$ cat src/hw/rtl/mrf_pkg.sv
package mrf_pkg;

  localparam logic [7:0]  FcReadCoils    = 8'h01;
  localparam logic [7:0]  FcReadHolding  = 8'h03;
  localparam logic [7:0]  FcReadInput    = 8'h04;
  localparam logic [7:0]  FcWriteCoil    = 8'h05;
  localparam logic [7:0]  FcWriteMulti   = 8'h10;
  localparam logic [7:0]  PadByte        = 8'h00;
  localparam logic [15:0] CrcPoly        = 16'hA001;
  localparam logic [15:0] CrcInit        = 16'hFFFF;
  localparam logic [8:0]  ReplyBase      = 9'd5;
  localparam logic [8:0]  ReplyWrite     = 9'd8;
  localparam int unsigned MaxTokens      = 5;

  // Where the decoder stands within a command.
  typedef enum logic [2:0] {
    POS_CODE,
    POS_ADDR_HI,
    POS_ADDR_LO,
    POS_COUNT,
    POS_DATA
  } pos_e;

  // What the emitter puts out for one token.
  typedef enum logic [1:0] {
    TK_DATA,
    TK_CRC_LO,
    TK_CRC_HI
  } tok_kind_e;

  typedef struct packed {
    tok_kind_e  kind;
    logic [7:0] data;
  } tok_t;

  // All frame bytes one command item gives rise to.
  typedef struct packed {
    logic [2:0]                 cnt;
    tok_t [MaxTokens-1:0]       toks;
    logic [8:0]                 reply_len;
    logic                       shrt;
  } grp_t;

  function automatic logic [15:0] crc_byte(input logic [15:0] crc, input logic [7:0] b);
    logic [15:0] c;
    c = crc ^ {8'h00, b};
    for (int k = 0; k < 8; k++) begin
      c = c[0] ? ((c >> 1) ^ CrcPoly) : (c >> 1);
    end
    return c;
  endfunction

  function automatic logic fc_known(input logic [7:0] fc);
    return (fc == FcReadCoils) || (fc == FcReadHolding) || (fc == FcReadInput) ||
           (fc == FcWriteCoil) || (fc == FcWriteMulti);
  endfunction

endpackage

$ cat src/hw/rtl/mrf_cmd_if.sv
interface mrf_cmd_if;
  logic       valid;
  logic       ready;
  logic [7:0] cmd_byte;
  logic       cmd_last;

  modport source (output valid, output cmd_byte, output cmd_last, input ready);
  modport sink (input valid, input cmd_byte, input cmd_last, output ready);
endinterface

$ cat src/hw/rtl/mrf_frame_if.sv
interface mrf_frame_if;
  logic       valid;
  logic       ready;
  logic [7:0] frame_byte;
  logic       frame_last;
  logic [8:0] expected_response_length;
  logic       short_command;

  modport source (output valid, output frame_byte, output frame_last,
                  output expected_response_length, output short_command, input ready);
  modport sink (input valid, input frame_byte, input frame_last,
                input expected_response_length, input short_command, output ready);
endinterface

$ cat src/hw/rtl/mrf_decoder.sv
module mrf_decoder import mrf_pkg::*; (
  input  logic       clk_i,
  input  logic       rst_ni,
  input  logic       accept_i,
  input  logic [7:0] byte_i,
  input  logic       last_i,
  input  logic [7:0] slave_addr_i,
  output grp_t       grp_o
);

  pos_e       pos_q, pos_d;
  logic [7:0] fc_q, fc_d;
  logic [7:0] left_q, left_d;
  logic [8:0] rlen_q, rlen_d;
  logic       disc_q, disc_d;

  logic [2:0] n;
  logic       close;
  logic       shrt;
  logic [7:0] nb;

  always_comb begin
    pos_d  = pos_q;
    fc_d   = fc_q;
    left_d = left_q;
    rlen_d = rlen_q;
    disc_d = disc_q;
    n      = 3'd0;
    close  = 1'b0;
    shrt   = 1'b0;
    nb     = {byte_i[6:0], 1'b0};
    grp_o  = '0;

    if (disc_q) begin
      disc_d = !last_i;
    end else begin
      case (pos_q)
        POS_CODE: begin
          if (fc_known(byte_i)) begin
            grp_o.toks[0] = '{kind: TK_DATA, data: slave_addr_i};
            grp_o.toks[1] = '{kind: TK_DATA, data: byte_i};
            n      = 3'd2;
            pos_d  = POS_ADDR_HI;
            fc_d   = byte_i;
            left_d = '0;
            rlen_d = (byte_i == FcWriteCoil || byte_i == FcWriteMulti) ? ReplyWrite : ReplyBase;
            close  = last_i;
            shrt   = 1'b1;
          end else begin
            disc_d = !last_i;
          end
        end
        POS_ADDR_HI, POS_ADDR_LO: begin
          grp_o.toks[0] = '{kind: TK_DATA, data: byte_i};
          n     = 3'd1;
          pos_d = (pos_q == POS_ADDR_HI) ? POS_ADDR_LO : POS_COUNT;
          close = last_i;
          shrt  = 1'b1;
        end
        POS_COUNT: begin
          if (fc_q == FcWriteCoil) begin
            grp_o.toks[0] = '{kind: TK_DATA, data: byte_i};
            grp_o.toks[1] = '{kind: TK_DATA, data: PadByte};
          end else begin
            grp_o.toks[0] = '{kind: TK_DATA, data: PadByte};
            grp_o.toks[1] = '{kind: TK_DATA, data: byte_i};
          end
          n = 3'd2;
          if (fc_q == FcReadCoils) begin
            rlen_d = {4'b0, byte_i[7:3]} + ReplyBase;
          end else if (fc_q == FcReadHolding || fc_q == FcReadInput) begin
            rlen_d = {1'b0, nb} + ReplyBase;
          end
          if (fc_q == FcWriteMulti) begin
            grp_o.toks[2] = '{kind: TK_DATA, data: nb};
            n      = 3'd3;
            left_d = nb;
            if (nb == 8'd0) begin
              close = 1'b1;
            end else begin
              pos_d = POS_DATA;
              close = last_i;
              shrt  = 1'b1;
            end
          end else begin
            close = 1'b1;
          end
        end
        POS_DATA: begin
          grp_o.toks[0] = '{kind: TK_DATA, data: byte_i};
          n      = 3'd1;
          left_d = left_q - 8'd1;
          close  = 1'b1;
          shrt   = (left_d != 8'd0);
          if (left_d != 8'd0 && !last_i) close = 1'b0;
        end
        default: begin
          pos_d = POS_CODE;
        end
      endcase
    end

    // CRC low then high closes the frame
    if (close) begin
      grp_o.toks[n]        = '{kind: TK_CRC_LO, data: PadByte};
      grp_o.toks[n + 3'd1] = '{kind: TK_CRC_HI, data: PadByte};
      n      = n + 3'd2;
      pos_d  = POS_CODE;
      left_d = '0;
      disc_d = !last_i;
    end

    grp_o.cnt       = n;
    grp_o.reply_len = rlen_d;
    grp_o.shrt      = close & shrt;
  end

  always_ff @(posedge clk_i or negedge rst_ni) begin
    if (!rst_ni) begin
      pos_q  <= POS_CODE;
      fc_q   <= '0;
      left_q <= '0;
      rlen_q <= '0;
      disc_q <= 1'b0;
    end else if (accept_i) begin
      pos_q  <= pos_d;
      fc_q   <= fc_d;
      left_q <= left_d;
      rlen_q <= rlen_d;
      disc_q <= disc_d;
    end
  end

endmodule

$ cat src/hw/rtl/mrf_emitter.sv
module mrf_emitter import mrf_pkg::*; (
  input  logic       clk_i,
  input  logic       rst_ni,
  input  logic       load_i,
  input  grp_t       grp_i,
  output logic       slot_free_o,
  output logic       out_valid_o,
  input  logic       out_ready_i,
  output logic [7:0] out_byte_o,
  output logic       out_last_o,
  output logic [8:0] out_len_o,
  output logic       out_short_o
);

  grp_t        grp_q;
  logic        grp_valid_q;
  logic [2:0]  idx_q;
  logic [15:0] crc_q, crc_d;
  logic        out_valid_q;
  logic [7:0]  byte_q, byte_d;
  logic        last_q;
  logic [8:0]  len_q;
  logic        short_q;

  tok_t tok;
  logic pop;
  logic last_pop;
  logic grp_load;

  assign tok      = grp_q.toks[idx_q];
  assign pop      = grp_valid_q && (!out_valid_q || out_ready_i);
  assign last_pop = pop && (idx_q == grp_q.cnt - 3'd1);
  assign grp_load = load_i && (grp_i.cnt != 3'd0);

  assign slot_free_o = !grp_valid_q || last_pop;

  always_comb begin
    crc_d  = crc_q;
    byte_d = tok.data;
    case (tok.kind)
      TK_DATA: begin
        crc_d = crc_byte(crc_q, tok.data);
      end
      TK_CRC_LO: begin
        byte_d = crc_q[7:0];
      end
      TK_CRC_HI: begin
        byte_d = crc_q[15:8];
        crc_d  = CrcInit;
      end
      default: begin
        byte_d = tok.data;
      end
    endcase
  end

  always_ff @(posedge clk_i or negedge rst_ni) begin
    if (!rst_ni) begin
      grp_valid_q <= 1'b0;
      idx_q       <= '0;
      crc_q       <= CrcInit;
      out_valid_q <= 1'b0;
    end else begin
      if (grp_load) begin
        grp_valid_q <= 1'b1;
        idx_q       <= '0;
      end else if (last_pop) begin
        grp_valid_q <= 1'b0;
      end else if (pop) begin
        idx_q <= idx_q + 3'd1;
      end

      if (pop) begin
        out_valid_q <= 1'b1;
        crc_q       <= crc_d;
      end else if (out_ready_i) begin
        out_valid_q <= 1'b0;
      end
    end
  end

  always_ff @(posedge clk_i) begin
    if (grp_load) begin
      grp_q <= grp_i;
    end
    if (pop) begin
      byte_q  <= byte_d;
      last_q  <= (tok.kind == TK_CRC_HI);
      len_q   <= (tok.kind == TK_CRC_HI) ? grp_q.reply_len : 9'd0;
      short_q <= (tok.kind == TK_CRC_HI) && grp_q.shrt;
    end
  end

  assign out_valid_o = out_valid_q;
  assign out_byte_o  = byte_q;
  assign out_last_o  = last_q;
  assign out_len_o   = len_q;
  assign out_short_o = short_q;

endmodule

$ cat src/hw/rtl/modbus_rtu_request_framer.sv
// Modbus RTU request framer.
// cmd_i carries command bytes (function code, address hi, address lo, count or
// value, then data for function 0x10); cmd_last marks the final one. frame_o
// carries the request frame, one byte per item, ending with the CRC-16 (low
// byte first); the closing byte has frame_last set and carries the expected
// reply length and the short-command flag. cfg_we_i/cfg_wdata_i set the slave
// address, to be written only while the block is idle.
// Each accepted byte's frame bytes wait in a group slot, then leave through the
// output register, which drains one frame byte per cycle while frame_o is ready;
// a byte yielding n frame bytes (0 to 5) holds cmd_i until its last one leaves.
// Data bytes yield one each (the last adds the CRC) and stream at one item per
// cycle. A new command byte is taken while the previous frame bytes still drain.
// When the receiver stalls, frame_o holds its item; cmd_i can still take one
// item into the empty group slot, then stops accepting until that group drains.
// Reset sets the slave address to 1 and returns to the start of a command.
module modbus_rtu_request_framer import mrf_pkg::*; (
  input  logic       clk_i,
  input  logic       rst_ni,
  mrf_cmd_if.sink    cmd_i,
  mrf_frame_if.source frame_o,
  input  logic       cfg_we_i,
  input  logic [7:0] cfg_wdata_i
);

  logic [7:0] slave_q;
  logic       slot_free;
  logic       accept;
  grp_t       dec_grp;

  always_ff @(posedge clk_i or negedge rst_ni) begin
    if (!rst_ni) begin
      slave_q <= 8'd1;
    end else if (cfg_we_i) begin
      slave_q <= cfg_wdata_i;
    end
  end

  assign cmd_i.ready = slot_free;
  assign accept      = cmd_i.valid && slot_free;

  mrf_decoder u_decoder (
    .clk_i        (clk_i),
    .rst_ni       (rst_ni),
    .accept_i     (accept),
    .byte_i       (cmd_i.cmd_byte),
    .last_i       (cmd_i.cmd_last),
    .slave_addr_i (slave_q),
    .grp_o        (dec_grp)
  );

  mrf_emitter u_emitter (
    .clk_i       (clk_i),
    .rst_ni      (rst_ni),
    .load_i      (accept),
    .grp_i       (dec_grp),
    .slot_free_o (slot_free),
    .out_valid_o (frame_o.valid),
    .out_ready_i (frame_o.ready),
    .out_byte_o  (frame_o.frame_byte),
    .out_last_o  (frame_o.frame_last),
    .out_len_o   (frame_o.expected_response_length),
    .out_short_o (frame_o.short_command)
  );

  a_short_on_last: assert property (@(posedge clk_i) disable iff (!rst_ni)
    frame_o.valid && frame_o.short_command |-> frame_o.frame_last)
    else $error("short flag without frame end");

  a_len_on_last: assert property (@(posedge clk_i) disable iff (!rst_ni)
    frame_o.valid && frame_o.frame_last |-> frame_o.expected_response_length >= ReplyBase)
    else $error("frame end without reply length");

  a_grp_size: assert property (@(posedge clk_i) disable iff (!rst_ni)
    accept |-> dec_grp.cnt <= 3'(MaxTokens))
    else $error("too many frame bytes for one item");

  a_stall_holds: assert property (@(posedge clk_i) disable iff (!rst_ni)
    frame_o.valid && !frame_o.ready |=> frame_o.valid && $stable(frame_o.frame_byte))
    else $error("stalled frame byte changed");

endmodule

$ cat src/flat_wrapper.sv
// flat-port wrapper written by rule: the top's interface ports become plain ports
module modbus_rtu_request_framer_flat import mrf_pkg::*;
  (clk_i, rst_ni, cfg_we_i, cfg_wdata_i, cmd_i_valid, cmd_i_cmd_byte, cmd_i_cmd_last, cmd_i_ready, frame_o_valid, frame_o_frame_byte, frame_o_frame_last, frame_o_expected_response_length, frame_o_short_command, frame_o_ready);
  mrf_cmd_if cmd_i_i ();
  mrf_frame_if frame_o_i ();
  input  logic clk_i;
  input  logic rst_ni;
  input  logic cfg_we_i;
  input  logic [7:0] cfg_wdata_i;
  input wire logic [$bits(cmd_i_i.valid)-1:0] cmd_i_valid;
  input wire logic [$bits(cmd_i_i.cmd_byte)-1:0] cmd_i_cmd_byte;
  input wire logic [$bits(cmd_i_i.cmd_last)-1:0] cmd_i_cmd_last;
  output wire logic [$bits(cmd_i_i.ready)-1:0] cmd_i_ready;
  output wire logic [$bits(frame_o_i.valid)-1:0] frame_o_valid;
  output wire logic [$bits(frame_o_i.frame_byte)-1:0] frame_o_frame_byte;
  output wire logic [$bits(frame_o_i.frame_last)-1:0] frame_o_frame_last;
  output wire logic [$bits(frame_o_i.expected_response_length)-1:0] frame_o_expected_response_length;
  output wire logic [$bits(frame_o_i.short_command)-1:0] frame_o_short_command;
  input wire logic [$bits(frame_o_i.ready)-1:0] frame_o_ready;
  assign cmd_i_i.valid = cmd_i_valid;
  assign cmd_i_i.cmd_byte = cmd_i_cmd_byte;
  assign cmd_i_i.cmd_last = cmd_i_cmd_last;
  assign cmd_i_ready = cmd_i_i.ready;
  assign frame_o_valid = frame_o_i.valid;
  assign frame_o_frame_byte = frame_o_i.frame_byte;
  assign frame_o_frame_last = frame_o_i.frame_last;
  assign frame_o_expected_response_length = frame_o_i.expected_response_length;
  assign frame_o_short_command = frame_o_i.short_command;
  assign frame_o_i.ready = frame_o_ready;
  modbus_rtu_request_framer u_core (.clk_i(clk_i), .rst_ni(rst_ni), .cmd_i(cmd_i_i), .frame_o(frame_o_i), .cfg_we_i(cfg_we_i), .cfg_wdata_i(cfg_wdata_i));
endmodule
$ cat config.mk
export PLATFORM = sky130hd
export DESIGN_NAME = modbus_rtu_request_framer_flat
export DESIGN_NICKNAME = d
export VERILOG_FILES = /design/src/hw/rtl/mrf_pkg.sv /design/src/hw/rtl/mrf_cmd_if.sv /design/src/hw/rtl/mrf_frame_if.sv /design/src/hw/rtl/mrf_decoder.sv /design/src/hw/rtl/mrf_emitter.sv /design/src/hw/rtl/modbus_rtu_request_framer.sv /design/src/flat_wrapper.sv
export SDC_FILE = /design/constraint.sdc
export NUM_CORES = 1
export LEC_CHECK = 0
export ABC_AREA = 1
export BUFFER_PORTS_ARGS = -buffer_cell sky130_fd_sc_hd__buf_2
export CORE_MARGIN = 2
export CORE_UTILIZATION = 35
export CTS_CLUSTER_SIZE = 20
export DETAILED_ROUTE_END_ITERATION = 16
export MAX_ROUTING_LAYER = met4
export PLACE_DENSITY = 0.5
export SYNTH_ARGS = -nofsm -noshare
export SYNTH_HDL_FRONTEND = slang
export SYNTH_SLANG_ARGS = --single-unit
$ cat constraint.sdc
create_clock -name clk_i -period 5.8 [get_ports clk_i]
set_input_delay 1.74 -clock clk_i [delete_from_list [all_inputs] [get_ports clk_i]]
set_output_delay 1.74 -clock clk_i [all_outputs]
set_load 0.05 [all_outputs]
==> flow_summary.ini <==
[worst_setup_path]
critPathLaunchType = primary input
arrival_ps = 2550
rr_startpoint = u_core.u_decoder.left_q[0]
critPathLaunch = frame_o_ready
crit_type = in -> out
worst-path-max-fanout = 4
critPathCaptureType = output port
worstPathRequired_ps = 4060

[global_route]
grt_use_met3_pct = 3.50
met2_usage_pct = 27.3
grt_pass1_wl_um = 27800
grt-ovfl-total = 0
grt.total_usage_pct = 18.6
antenna_found_initial = 0
grt_max_degree = 47
grt-busiest-layer = met2
grt_pass1_vias = 5048
use_met1_pct = 25.8

[floorplanning]
io_pins = 43
row_count = 50
dieArea_um2 = 20200
fp.dieW_um = 142
dieHeight_um = 142
start_util_pct = 35.7
coreArea_um2 = 18700

[drt]
via_count = 5427
final_antenna_net_count = 0
wirelength_um = 17400
drc = 0
drt-vias-per-instance = 4.97
post_drt_wl_per_cell_um = 15.9
drt-pass1-iter-count = 5
drtIter0Drc = 482

[finish]
layout_commonest_cell = nand2_1
final_area_um2 = 7730
antenna_cells = 0
syn_to_final_growth_pct = 15.7
layout_common_cells = nand2_1 (214), inv_1 (104), nor2_1 (70), nand3_1 (64), edfxtp_1 (62)
final_core_util_pct = 41.3
drive_above_1_share_pct = 15.9
nets = 877

[synth]
synth_ff_type = edfxtp_1
synthCells = 802
synth_edf_count = 62
synth_area_um2 = 6680
yosysTopAreaCell = edfxtp_1
yosysUniqueCellTypes = 47
synth-seq-cells = 120
avgSynthCellArea_um2 = 8.33
synth_async_sr_flop_share_pct = 48.3
synth_top_area_share_pct = 27.9
synth_area_leaders = edfxtp_1 (28%), dfrtp_1 (15%), nand2_1 (12%)
ys_warn_count = 0
synth-seq-area-share_pct = 49.9

[clock_tree]
htreeDepth = 4
clock_path_buffers = 2
clk_pin_slew_ps = 60
cts_root_buffer = clkbuf_16
cts_tree = done
numCtsBuffers = 17
post-cts-setup-buffers = 0
post_cts_resized = 0
cts_sinks = 120
hold_buffers = 0
clk_latency_ps = 420

[pwr]
p_clk_share_pct = 22.6
combPwrFrac_pct = 47.8
cellLeakagePower_nw = 3.62
p_per_area_nw_per_um2 = 666
vdd_ir_drop_max_uv = 242
p_sw_share_pct = 44.9
intPower_mw = 2.84
p_seq_share_pct = 29.7
finalPower_mw = 5.15
p_sw_mw = 2.31

[sta]
clock_skew_ps = 7.48
period_share_pct = 74.0
slew_violations = 0
period_minus_slack_ps = 4290
max_slew_margin_pct = 42.3
worst_pin_slew_ps = 865
setup_viol = 0
fin_tns_setup_ps = 0
hold_viol = 0
fin_ws_ps = 1510
fmax_mhz = 233
rsz0062_at_grt = false

[place]
detailed_place_hpwl_um = 12900
pre_cts_slack_ps = 1150
place_area_um2 = 7090
gp_congestion = 0.930
io_buffers = 42

[outcome]
status = completed

[min_path]
min_path_type = reg -> reg
hold_start = u_core.u_decoder.rlen_q[8]

[run]
max-cap-violations = 0
[state kept, by name, indices dropped and copies added (netlist names), 8 cells and up]
name / flops
u_core.slave_q: 8
u_core.u_decoder.fc_q: 8
u_core.u_decoder.left_q: 8
u_core.u_decoder.rlen_q: 9
u_core.u_emitter.crc_q: 16
u_core.u_emitter.grp_q: 43
u_core.u_emitter.out_byte_o: 8
u_core.u_emitter.out_len_o: 9
[cell usage after synthesis (2+ instances only)]
master    count
a21oi_1      25
a221oi_1      6
a22oi_1       4
a31oi_1       8
buf_1         3
buf_2         4
buf_6         6
clkbuf_1      9
dfrtp_1      41
dfstp_2      17
edfxtp_1     62
ha_1          9
inv_1       104
inv_2         9
mux2_2        8
nand2_1     214
nand2_2       6
nand2_4       2
nand3_1      64
nand3_2       5
nand4_1      18
nor2_1       70
nor2_2        2
nor2_4        4
nor3_1        5
o211ai_1      2
o21ai_0      42
o21ai_1       6
o22ai_1      10
o311ai_0      2
or2_2         2
xnor2_1       8
xor2_1       11
[power by group through the flow]
stage / sequential [mW] / combinational [mW] / clock, mW
4_1_cts: 1.53 / 2.47 / 1.18
3_5_place_dp: 1.54 / 2.46 / 0
5_1_grt: 1.57 / 2.77 / 1.22
6_report: 1.53 / 2.46 / 1.16
2_1_floorplan: 1.75 / 1.66 / 0
3_3_place_gp: 1.54 / 2.46 / 0
[through the flow]
| step | cells | hold slack (ps) |
|---|---|---|
| 3_5_place_dp | 1061 | 472 |
| 5_1_grt | 1093 | 522 |
| 3_3_place_gp | 1061 | 477 |
| 2_1_floorplan | 803 | 443 |
| 6_report | 1093 | 485 |
| 4_1_cts | 1093 | 488 |
[metal layers]
metal  wire (um)  up-vias
met1        8470     2493
met4         357        0
met5           0        -
met3         821       33
li1            -     2748
met2        7700      153
[path summary, 6_finish.rpt]
kind | slack [ps] | cells after the start | to
max | 1510 | 8 | cmd_i_ready
min | 490 | 2 | u_core.u_decoder.rlen_q[8]
max reg2reg | 2500 | 15 | u_core.u_emitter.grp_q[14]
min reg2reg | 490 | 2 | u_core.u_decoder.rlen_q[8]
max in group asynchronous | 3540 | 2 | u_core.u_emitter.crc_q[4]
min in group asynchronous | 1310 | 1 | u_core.u_decoder.rlen_q[0]
[cells by family (layout without fill, tap and decap cells)]
kind of cell / count (synthesis) / after routing / share of synthesized area [%]
AOI/OAI and AO/OA: 112 / 112 / 10.0
xor gates and xnor gates: 19 / 19 / 2.49
adders and majority gates: 9 / 9 / 1.69
buffers and inverters: 138 / 194 / 8.58
DFF: 120 / 120 / 49.9
muxes: 8 / 8 / 1.35
other: 1 / 2 / 0.0561
and+or+nand+nor: 395 / 395 / 25.9
[cell type report]
cell class                 count  area, um2
fill                        1893      11000
sequential                   120       3330
multi-input combinational    545       2780
clock buffer                  19        443
inverter                     114        428
tap                          234        293
timing repair buffer          48        255
clock inverter                13        201
[critical path: stages]
cell and delay [ps]:
buf_2 80, inv_1 30, nand2_1 70, nand2_1 100, inv_1 100, nand2_2 80, nand2_1 90, buf_2 270
Power figures use the tool's default switching activity.
